File: config.mk
export PLATFORM = sky130hd
export DESIGN_NAME = first_fit_run_allocator
export DESIGN_NICKNAME = d
export VERILOG_FILES = /design/src/sv/ffra_pkg.sv /design/src/sv/first_fit_run_allocator.sv /design/src/sv/ffra_dpath.sv /design/src/sv/ffra_ctrl.sv
export SDC_FILE = /design/constraint.sdc
export NUM_CORES = 2
export LEC_CHECK = 0
export ABC_AREA = 1
export BUFFER_PORTS_ARGS = -buffer_cell sky130_fd_sc_hd__buf_2
export CAP_MARGIN = 10
export CORE_UTILIZATION = 60
export DETAILED_ROUTE_END_ITERATION = 6
export PLACE_DENSITY = 0.76
export RECOVER_POWER = 50
export SLEW_MARGIN = 30
export SYNTH_ARGS = -nofsm -noshare
export SYNTH_HDL_FRONTEND = slang
export SYNTH_SLANG_ARGS = --single-unit
export TNS_END_PERCENT = 50
File: constraint.sdc
create_clock -name clk_i -period 90.1 [get_ports clk_i]
set_clock_uncertainty 0.2 [all_clocks]
set_input_delay 13.515 -clock clk_i [delete_from_list [all_inputs] [get_ports clk_i]]
set_output_delay 13.515 -clock clk_i [all_outputs]
set_load 0.02 [all_outputs]
File: src/sv/ffra_pkg.sv
// Shared widths, codes and controller/datapath interface types of the run allocator.
`timescale 1ns / 1ps
`default_nettype none

package ffra_pkg;

  localparam int unsigned START_W        = 10;
  localparam int unsigned LEN_W          = 7;
  localparam int unsigned STATUS_W       = 2;
  localparam int unsigned FREE_W         = 11;
  localparam int unsigned POOL_SLOTS_DEF = 1024;
  localparam int unsigned MAX_RUN_DEF    = 64;

  typedef enum logic [STATUS_W-1:0] {
    ST_OK           = 2'd0,
    ST_NO_SPACE     = 2'd1,
    ST_OUT_OF_RANGE = 2'd2
  } status_e;

  typedef struct packed {
    logic    load;
    logic    scan;
    logic    rel;
    logic    mark;
    logic    clear;
    logic    res_set;
    status_e res_code;
    logic    out_load;
  } cmd_t;

  typedef struct packed {
    logic is_release;
    logic bad_alloc;
    logic bad_release;
    logic hit;
    logic scan_end;
    logic rel_done;
    logic mark_last;
    logic clear_last;
    logic out_busy;
  } stat_t;

endpackage

`default_nettype wire

File: src/sv/first_fit_run_allocator.sv
// Top level of the first-fit run allocator: controller plus datapath.
//
//  channel | direction | handshake              | payload
//  in      | input     | in_valid_i/in_ready_o   | action_i, start_slot_i, run_length_i
//  out     | output    | out_valid_o/out_ready_i | status_o, granted_start_o, free_count_o
//
// One request at a time. Allocate: a one-slot-per-cycle scan of the slot map memory,
// then the marking of the run. Release: each slot of the run is read and cleared;
// rejected requests go from the range check straight to the result.
// After reset a clearing pass over all POOL_SLOTS slots runs with in_ready_o low.
// A result waiting in the output register does not block the next request; a request
// that finishes while the output is still stalled holds until it drains.
`timescale 1ns / 1ps
`default_nettype none

module first_fit_run_allocator #(
  parameter int unsigned POOL_SLOTS = ffra_pkg::POOL_SLOTS_DEF,
  parameter int unsigned MAX_RUN    = ffra_pkg::MAX_RUN_DEF
) (
  input  wire logic                          clk_i,
  input  wire logic                          rst_ni,
  input  wire logic                          in_valid_i,
  output      logic                          in_ready_o,
  input  wire logic                          action_i,
  input  wire logic [ffra_pkg::START_W-1:0]  start_slot_i,
  input  wire logic [ffra_pkg::LEN_W-1:0]    run_length_i,
  output      logic                          out_valid_o,
  input  wire logic                          out_ready_i,
  output      logic [ffra_pkg::STATUS_W-1:0] status_o,
  output      logic [ffra_pkg::START_W-1:0]  granted_start_o,
  output      logic [ffra_pkg::FREE_W-1:0]   free_count_o
);

  ffra_pkg::cmd_t  cmd;
  ffra_pkg::stat_t stat;

  ffra_ctrl u_ctrl (
    .clk_i      (clk_i),
    .rst_ni     (rst_ni),
    .in_valid_i (in_valid_i),
    .in_ready_o (in_ready_o),
    .stat_i     (stat),
    .cmd_o      (cmd)
  );

  ffra_dpath #(
    .POOL_SLOTS (POOL_SLOTS),
    .MAX_RUN    (MAX_RUN)
  ) u_dpath (
    .clk_i           (clk_i),
    .rst_ni          (rst_ni),
    .cmd_i           (cmd),
    .stat_o          (stat),
    .action_i        (action_i),
    .start_slot_i    (start_slot_i),
    .run_length_i    (run_length_i),
    .out_valid_o     (out_valid_o),
    .out_ready_i     (out_ready_i),
    .status_o        (status_o),
    .granted_start_o (granted_start_o),
    .free_count_o    (free_count_o)
  );

endmodule

`default_nettype wire

File: src/sv/ffra_dpath.sv
// Datapath of the run allocator: slot map memory, scan/mark/release pointers, result registers.
`timescale 1ns / 1ps
`default_nettype none

module ffra_dpath #(
  parameter int unsigned POOL_SLOTS = ffra_pkg::POOL_SLOTS_DEF,
  parameter int unsigned MAX_RUN    = ffra_pkg::MAX_RUN_DEF
) (
  input  wire logic                          clk_i,
  input  wire logic                          rst_ni,
  input  wire ffra_pkg::cmd_t                cmd_i,
  output      ffra_pkg::stat_t               stat_o,
  input  wire logic                          action_i,
  input  wire logic [ffra_pkg::START_W-1:0]  start_slot_i,
  input  wire logic [ffra_pkg::LEN_W-1:0]    run_length_i,
  output      logic                          out_valid_o,
  input  wire logic                          out_ready_i,
  output      logic [ffra_pkg::STATUS_W-1:0] status_o,
  output      logic [ffra_pkg::START_W-1:0]  granted_start_o,
  output      logic [ffra_pkg::FREE_W-1:0]   free_count_o
);

  localparam int unsigned IDX_W = (POOL_SLOTS > 1) ? $clog2(POOL_SLOTS) : 1;
  localparam int unsigned PTR_W = IDX_W + 1;
  localparam int unsigned CNT_W = $clog2(POOL_SLOTS + 1);
  localparam int unsigned LEN_W = ffra_pkg::LEN_W;

  logic                   slot_used_q [POOL_SLOTS];
  logic                   rdata_q;
  logic                   rvalid_q;
  logic [IDX_W-1:0]       tag_q;

  logic                   action_q;
  logic [ffra_pkg::START_W-1:0] start_q;
  logic [LEN_W-1:0]       len_q;

  logic [PTR_W-1:0]       rd_ptr_q, rd_ptr_d;
  logic [IDX_W-1:0]       wr_ptr_q, wr_ptr_d;
  logic [LEN_W-1:0]       cnt_q, cnt_d;
  logic [LEN_W-1:0]       run_q, run_d;
  logic [CNT_W-1:0]       free_q, free_d;

  ffra_pkg::status_e      res_status_q;
  logic [IDX_W-1:0]       res_start_q, res_start_d;

  logic                   out_valid_q;
  ffra_pkg::status_e      out_status_q;
  logic [IDX_W-1:0]       out_start_q;
  logic [CNT_W-1:0]       out_free_q;

  logic                   mem_re, mem_we, mem_wdata;
  logic [IDX_W-1:0]       mem_raddr, mem_waddr;
  logic [LEN_W-1:0]       run_inc;
  logic                   hit;
  logic [PTR_W-1:0]       first_w;

  assign run_inc = run_q + LEN_W'(1);
  assign hit     = rvalid_q && !rdata_q && (run_inc == len_q);
  assign first_w = {1'b0, tag_q} + PTR_W'(1) - PTR_W'(len_q);

  always_comb begin
    stat_o             = '0;
    stat_o.is_release  = action_q;
    stat_o.bad_alloc   = (len_q == '0) || (32'(len_q) > 32'(MAX_RUN)) ||
                         (32'(len_q) > 32'(POOL_SLOTS));
    stat_o.bad_release = (len_q == '0) || (32'(len_q) > 32'(MAX_RUN)) ||
                         ((32'(start_q) + 32'(len_q)) > 32'(POOL_SLOTS));
    stat_o.hit         = hit;
    stat_o.scan_end    = rvalid_q && (tag_q == IDX_W'(POOL_SLOTS - 1));
    stat_o.rel_done    = rvalid_q && (cnt_q == '0);
    stat_o.mark_last   = (cnt_q == LEN_W'(1));
    stat_o.clear_last  = (wr_ptr_q == IDX_W'(POOL_SLOTS - 1));
    stat_o.out_busy    = out_valid_q && !out_ready_i;
  end

  always_comb begin
    mem_re    = 1'b0;
    mem_raddr = rd_ptr_q[IDX_W-1:0];
    mem_we    = 1'b0;
    mem_waddr = wr_ptr_q;
    mem_wdata = 1'b0;
    rd_ptr_d  = rd_ptr_q;
    wr_ptr_d  = wr_ptr_q;
    cnt_d     = cnt_q;
    run_d     = run_q;
    free_d    = free_q;
    res_start_d = res_start_q;

    if (cmd_i.load) begin
      rd_ptr_d    = action_i ? PTR_W'(start_slot_i) : '0;
      cnt_d       = run_length_i;
      run_d       = '0;
      res_start_d = '0;
    end

    if (cmd_i.clear) begin
      mem_we   = 1'b1;
      wr_ptr_d = wr_ptr_q + IDX_W'(1);
    end

    if (cmd_i.scan) begin
      if (rd_ptr_q < PTR_W'(POOL_SLOTS)) begin
        mem_re   = 1'b1;
        rd_ptr_d = rd_ptr_q + PTR_W'(1);
      end
      if (rvalid_q) begin
        run_d = rdata_q ? '0 : run_inc;
      end
      if (hit) begin
        wr_ptr_d    = first_w[IDX_W-1:0];
        cnt_d       = len_q;
        res_start_d = first_w[IDX_W-1:0];
        free_d      = free_q - CNT_W'(len_q);
      end
    end

    if (cmd_i.mark) begin
      mem_we    = 1'b1;
      mem_wdata = 1'b1;
      wr_ptr_d  = wr_ptr_q + IDX_W'(1);
      cnt_d     = cnt_q - LEN_W'(1);
    end

    if (cmd_i.rel) begin
      if (cnt_q != '0) begin
        mem_re   = 1'b1;
        rd_ptr_d = rd_ptr_q + PTR_W'(1);
        cnt_d    = cnt_q - LEN_W'(1);
      end
      if (rvalid_q) begin
        mem_we    = 1'b1;
        mem_waddr = tag_q;
        if (rdata_q) begin
          free_d = free_q + CNT_W'(1);
        end
      end
    end
  end

  always_ff @(posedge clk_i) begin
    if (mem_we) begin
      slot_used_q[mem_waddr] <= mem_wdata;
    end
    if (mem_re) begin
      rdata_q <= slot_used_q[mem_raddr];
    end
  end

  always_ff @(posedge clk_i or negedge rst_ni) begin
    if (!rst_ni) begin
      rvalid_q     <= 1'b0;
      wr_ptr_q     <= '0;
      free_q       <= CNT_W'(POOL_SLOTS);
      out_valid_q  <= 1'b0;
      rd_ptr_q     <= '0;
      cnt_q        <= '0;
      run_q        <= '0;
      res_status_q <= ffra_pkg::ST_OK;
    end else begin
      rvalid_q <= mem_re && !cmd_i.load;
      wr_ptr_q <= wr_ptr_d;
      free_q   <= free_d;
      rd_ptr_q <= rd_ptr_d;
      cnt_q    <= cnt_d;
      run_q    <= run_d;
      if (cmd_i.res_set) begin
        res_status_q <= cmd_i.res_code;
      end
      if (cmd_i.out_load) begin
        out_valid_q <= 1'b1;
      end else if (out_ready_i) begin
        out_valid_q <= 1'b0;
      end
    end
  end

  always_ff @(posedge clk_i) begin
    tag_q       <= mem_raddr;
    res_start_q <= res_start_d;
    if (cmd_i.load) begin
      action_q <= action_i;
      start_q  <= start_slot_i;
      len_q    <= run_length_i;
    end
    if (cmd_i.out_load) begin
      out_status_q <= res_status_q;
      out_start_q  <= res_start_q;
      out_free_q   <= free_q;
    end
  end

  assign out_valid_o     = out_valid_q;
  assign status_o        = out_status_q;
  assign granted_start_o = ffra_pkg::START_W'(out_start_q);
  assign free_count_o    = ffra_pkg::FREE_W'(out_free_q);

endmodule

`default_nettype wire

File: src/sv/ffra_ctrl.sv
// Controller state machine of the run allocator.
`timescale 1ns / 1ps
`default_nettype none

module ffra_ctrl (
  input  wire logic            clk_i,
  input  wire logic            rst_ni,
  input  wire logic            in_valid_i,
  output      logic            in_ready_o,
  input  wire ffra_pkg::stat_t stat_i,
  output      ffra_pkg::cmd_t  cmd_o
);

  typedef enum logic [2:0] {
    S_CLEAR,
    S_IDLE,
    S_CHECK,
    S_SCAN,
    S_MARK,
    S_REL,
    S_HOLD
  } state_e;

  state_e state_q, state_d;

  always_comb begin
    state_d = state_q;
    cmd_o   = '0;
    case (state_q)
      S_CLEAR: begin
        cmd_o.clear = 1'b1;
        if (stat_i.clear_last) state_d = S_IDLE;
      end
      S_IDLE: begin
        if (in_valid_i) begin
          cmd_o.load = 1'b1;
          state_d    = S_CHECK;
        end
      end
      S_CHECK: begin
        if (stat_i.is_release) begin
          if (stat_i.bad_release) begin
            cmd_o.res_set  = 1'b1;
            cmd_o.res_code = ffra_pkg::ST_OUT_OF_RANGE;
            state_d        = S_HOLD;
          end else begin
            state_d = S_REL;
          end
        end else if (stat_i.bad_alloc) begin
          cmd_o.res_set  = 1'b1;
          cmd_o.res_code = ffra_pkg::ST_NO_SPACE;
          state_d        = S_HOLD;
        end else begin
          state_d = S_SCAN;
        end
      end
      S_SCAN: begin
        cmd_o.scan = 1'b1;
        if (stat_i.hit) begin
          cmd_o.res_set  = 1'b1;
          cmd_o.res_code = ffra_pkg::ST_OK;
          state_d        = S_MARK;
        end else if (stat_i.scan_end) begin
          cmd_o.res_set  = 1'b1;
          cmd_o.res_code = ffra_pkg::ST_NO_SPACE;
          state_d        = S_HOLD;
        end
      end
      S_MARK: begin
        cmd_o.mark = 1'b1;
        if (stat_i.mark_last) state_d = S_HOLD;
      end
      S_REL: begin
        cmd_o.rel = 1'b1;
        if (stat_i.rel_done) begin
          cmd_o.res_set  = 1'b1;
          cmd_o.res_code = ffra_pkg::ST_OK;
          state_d        = S_HOLD;
        end
      end
      S_HOLD: begin
        if (!stat_i.out_busy) begin
          cmd_o.out_load = 1'b1;
          state_d        = S_IDLE;
        end
      end
      default: state_d = S_IDLE;
    endcase
  end

  always_ff @(posedge clk_i or negedge rst_ni) begin
    if (!rst_ni) begin
      state_q <= S_CLEAR;
    end else begin
      state_q <= state_d;
    end
  end

  assign in_ready_o = (state_q == S_IDLE);

endmodule

`default_nettype wire

After elaboration in Yosys (flattened, before gate mapping)
Memories as Yosys holds them, arrays and structs flattened. A register that Yosys moved wholly into a read port is not among the register bits.
Index checks and enable logic that the tools add are counted.
Widths: inputs -> output; s select.

cells by class
  mux-type cells = 69
  add/sub/neg operators = 9
  reduce and logical (&&, ||, !) cells = 17
  magnitude comparators = 3
  eq/ne operators = 16

operators by type and width
  kind                   count
  $mux 11                10
  $mux 10                10
  $mux 7                 10
  $mux 3                 15
  $gt 32x11->1 const B   1
  $add 11x1->11 const B  2
  $mux 1                 21
  $pmux 3 s7             1
  $add 10x1->10 const B  2
  $eq 10x10->1 const B   2
  $logic_not 7->1        2
  $add 10x7->11          1
  $lt 11x11->1 const B   1
  $sub 11x7->11          1
  $ne 2x2->1 const B     5
  $sub 10x7->10          1
  $eq 3x3->1 const B     3
  $pmux 3 s3             1
  $add 7x1->7 const B    1
  $eq 7x1->1 const B     1
  $eq 7x7->1             1
  $gt 7x7->1 const B     1
  $reduce_bool 7->1      1
  $sub 7x1->7 const B    1
  10 further kinds       19

word-level totals
  memories = 1
  output and inout port bits = 25
  register bits = 114
  logic and storage cells = 132
  memory bits (writable) = 1024

memories
  name                 words  bits a word  read ports  clocked after Yosys merged registers in  write ports  line              source
  u_dpath.slot_used_q  1024   1            1           1                                        1            ffra_dpath.sv:28  logic slot_used_q [POOL_SLOTS];

Logic depth before layout (Yosys ltp)
  word-level depth = 8
  gate-level depth with buffers = 19

Hierarchy
From an unflattened synthesis, not the netlist that was laid out.

unflattened totals
  cells, all modules = 5601
  area, all modules = 52748.1 um^2

modules (own cells, without submodules)
  module      area an instance (um^2)  cells an instance  seq. area each (um^2)  times used
  ffra_dpath  52341.4                  5530               33663.5                1
  ffra_ctrl   406.6                    71                 75.1                   1

Worst setup path before layout
No wires, ideal clock.

  path type = register to register
  start point = register u_ctrl.state_q[1]
  end point = memory u_dpath.slot_used_q[0] (data pin)
  stages on the path, launching flop included = 4
  library setup time = 4988 ps
  arrival time = 24372 ps
  required time = 84912 ps
  slack = 60540 ps
  clock period less this slack = 29560 ps
  cell sequence = dfrtp_1 nor2_1 inv_1 nor2_1

RTL lines
  item                    line              source
  from (decl)             ffra_ctrl.sv:24   state_e state_q, state_d;
  from (signal assigned)  ffra_ctrl.sv:95   state_q <= state_d;
  to (decl)               ffra_dpath.sv:28

Final worst setup path
  start point = register u_ctrl.state_q[0]
  end point = output in_ready_o

between the ends
  cells in the longest elaborated chain, start to end = 1

ends and longest elaborated chain
  item        line                           source
  $eq 3x1->1  ffra_ctrl.sv:99                assign in_ready_o = (state_q == S_IDLE);
  to (decl)   first_fit_run_allocator.sv:23  output logic in_ready_o,

No other way between the ends.

==> run_results.csv <==
group,metric,value,unit
outcome,status,"complete, but fails checks",
outcome,violations,"max-capacitance violations, max-slew violations",
yosys,synthTopCellsByArea,"edfxtp_1 (61%), nand2_1 (12%), nor2_1 (8.0%)",
yosys,syn_inst,5618,
clocking,cts_tree,"done",
yosys,synth_top_cell_by_area,"edfxtp_1",
worst_setup_path,cp-end-kind,"output port",
die,coreArea,87000,um^2
yosys,ys_ff_latch,1139,
global_routing,track_usage,33.0,%
layout,drive_gt1_share,6.23,%
yosys,async_flop_share,4.65,%
sta,setup_viol,0,
sta,post-route-period-util,17.1,%
global_routing,use_met2,53.4,%
worst_setup_path,crit_fanout,5,
routing,first_iter_violations,5815,
routing,vias,40600,
global_routing,grt_util_met3,6.04,%
yosys,synth.top_cells.by_count,"nand2_1 (1640), nor2_1 (1128), edfxtp_1 (1066), nand3_1 (634), clkbuf_1 (327)",
power,irDropWorstVdd,0.0166,mV
layout,fin_area,57300,um^2
layout,area_delta_synth_final,8.46,%
yosys,yosys_warnings,0,
clocking,holdBufCountCts,0,
yosys,synth_area_per_cell,9.40,um^2
routing,drc_errors,0,
die,rows,108,
die,die_w,299,um
yosys,synth_nets,5679,
sta,slew_viol_final,1106,
power,power.leakage,19.7,nW
layout,nets,5492,
die,ios,47,
global_routing,grt_pass1_wl,223,mm
placed_design,hpwl,73.2,mm
worst_setup_path,required,76.39,ns
clocking,insertion_delay,0.71,ns
routing,wl_per_cell,22.3,um
yosys,synth_edf_count,1066,
routing,routed_wl,149,mm
yosys,yosysUniqueCellTypes,46,
sta,slew_headroom,-405,%
hold_path,hold_class,"reg -> reg",
worst_setup_path,r2r_cells,7,
clocking,cts_max_level,3,
clocking,clk_pin_slew,0.06,ns
yosys,synth.top_cell.area_share,60.6,%
yosys,synth_most_common_cell,"nand2_1",
flow_run,maxCapViolCount,14,
clocking,cts_max_path_buffers,3,
clocking,cts_buffers,115,
worst_setup_path,arrival,1.72,ns
sta,rsz0062_at_grt,"false",
worst_setup_path,start_kind,"flip-flop",
yosys,yosysSeqAreaShare,63.9,%
worst_setup_path,crit_type,"reg -> out",
sta,max_freq,64.8,MHz
global_routing,grt_pass1_vias,37800,
yosys,dominantRegCellSynth,"edfxtp_1",
routing,firstDrtPassIters,7,
global_routing,antenna_found_initial,0,
yosys,synth.cell_area,52800,um^2
placed_design,io_buffers,46,
sta,tightestPinTransition,7.57,ns
placed_design,place_congestion,0.913,
routing,avgViaCountPerCell,6.08,
global_routing,overflow,0,
global_routing,grt_most_used_layer,"met2",
clocking,cts_setup_buffers,0,
sta,fin_crit,15.43,ns
power,powerDensity,19.5,nW/um^2
placed_design,place_area,53600,um^2
clocking,cts_root_buf,"clkbuf_16",
die,initial_core_util,60.7,%
sta,hold_viol,0,
global_routing,met1_usage,43.2,%
clocking,cts.sinks,1139,
hold_path,hold_depth,0,
die,die_h,299,um
routing,ant_nets,0,
die,die_area,89200,um^2
global_routing,grt_max_degree,299,
sta,tns,0,ns
clocking,cts-resized-gates,0,
routing by layer:
layer	up-vias	part of all wire, %
met5	-	0
met4	0	4.9
met3	447	12
met2	2528	47
met1	19300	36
li1	18300	-
layout make-up:
cell class,count,area (um^2)
Fill cell,6738,29700
Clock inverter,49,574
Antenna cell,1,2.50
Tap cell,1155,1450
Sequential cell,1139,33700
Inverter,176,681
Timing Repair Buffer,112,742
Clock buffer,162,3200
Multi-Input combinational cell,3887,16900
kinds of logic after synthesis:
logic type / Yosys count / share of synthesized area (%)
xor gates and xnor gates: 41 / 0.680
AOI/OAI and AO/OA: 325 / 3.47
adders and majority gates: 39 / 0.966
and+or+nand+nor: 3481 / 26.6
buffers and inverters: 592 / 4.38
muxes: 1 / 0.0213
DFF: 1139 / 63.9
report_power, final:
| group | leakage [nW] | switching [mW] | internal (mW) |
|---|---|---|---|
| logic | 9.58 | 0.0461 | 0.0193 |
| clock network | 1.82 | 0.200 | 0.281 |
| registers | 8.25 | 0.00208 | 0.570 |
sequential cells by signal, summed over array words and instances (netlist names), 11 cells and up:
register	flops
u_dpath.slot_used_q	1024
u_dpath.free_count_o	11
u_dpath.free_q	11
u_dpath.rd_ptr_q	11
stage by stage:
stage	utilization [%]	cells	worst slack (ns)	hold slack (ns)	power (mW)
after floorplan	-	5618	60.54	0.145	0.625
after global placement	61.5	6467	74.65	0.211	0.645
after detailed placement	61.6	6467	74.58	0.204	0.646
after CTS	65.9	6678	74.60	0.223	1.12
after global routing	65.8	6680	74.57	0.232	1.15
final	65.8	6681	74.67	0.225	1.12
layout by cell type, fill, tap and decap left out, types with 15 or more instances in the layout:
cell / count
o211ai_1: 21
nor2_1: 1130
o21ai_0: 73
a21oi_1: 169
xor2_1: 34
o22ai_1: 15
inv_1: 160
nand2_1: 1604
dfrtp_1: 49
clkinv_1: 18
nand3_1: 627
a21boi_0: 17
nand2_2: 33
nor3_1: 41
clkbuf_16: 119
clkbuf_1: 48
buf_4: 51
ha_1: 36
buf_2: 46
dfxtp_1: 20
edfxtp_1: 1066
worst max-delay path: stages, from the launching register on:
cell	delay (ns)
dfrtp_1	0.42
inv_1	0.16
nor2_1	0.06
nand2_1	0.15
inv_1	0.06
buf_2	0.16
final timing paths:
check / startpoint / endpoint / slack, ns
min reg2reg: u_dpath.rd_ptr_q[7]$_DFF_PN0_ / u_dpath.tag_q[7]$_DFF_P_ / 0.23
max in group asynchronous: rst_ni / u_dpath.rd_ptr_q[1]$_DFF_PN0_ / 76.36
min: u_dpath.rd_ptr_q[7]$_DFF_PN0_ / u_dpath.tag_q[7]$_DFF_P_ / 0.23
min in group asynchronous: rst_ni / u_ctrl.state_q[2]$_DFFE_PN0P_ / 12.74
max: u_ctrl.state_q[0]$_DFFE_PN0P_ / in_ready_o / 74.67
max reg2reg: u_ctrl.state_q[1]$_DFFE_PN0P_ / u_dpath.slot_used_q[898]$_DFFE_PP_ / 78.22
Note: power is estimated with default switching activity, not from simulation.
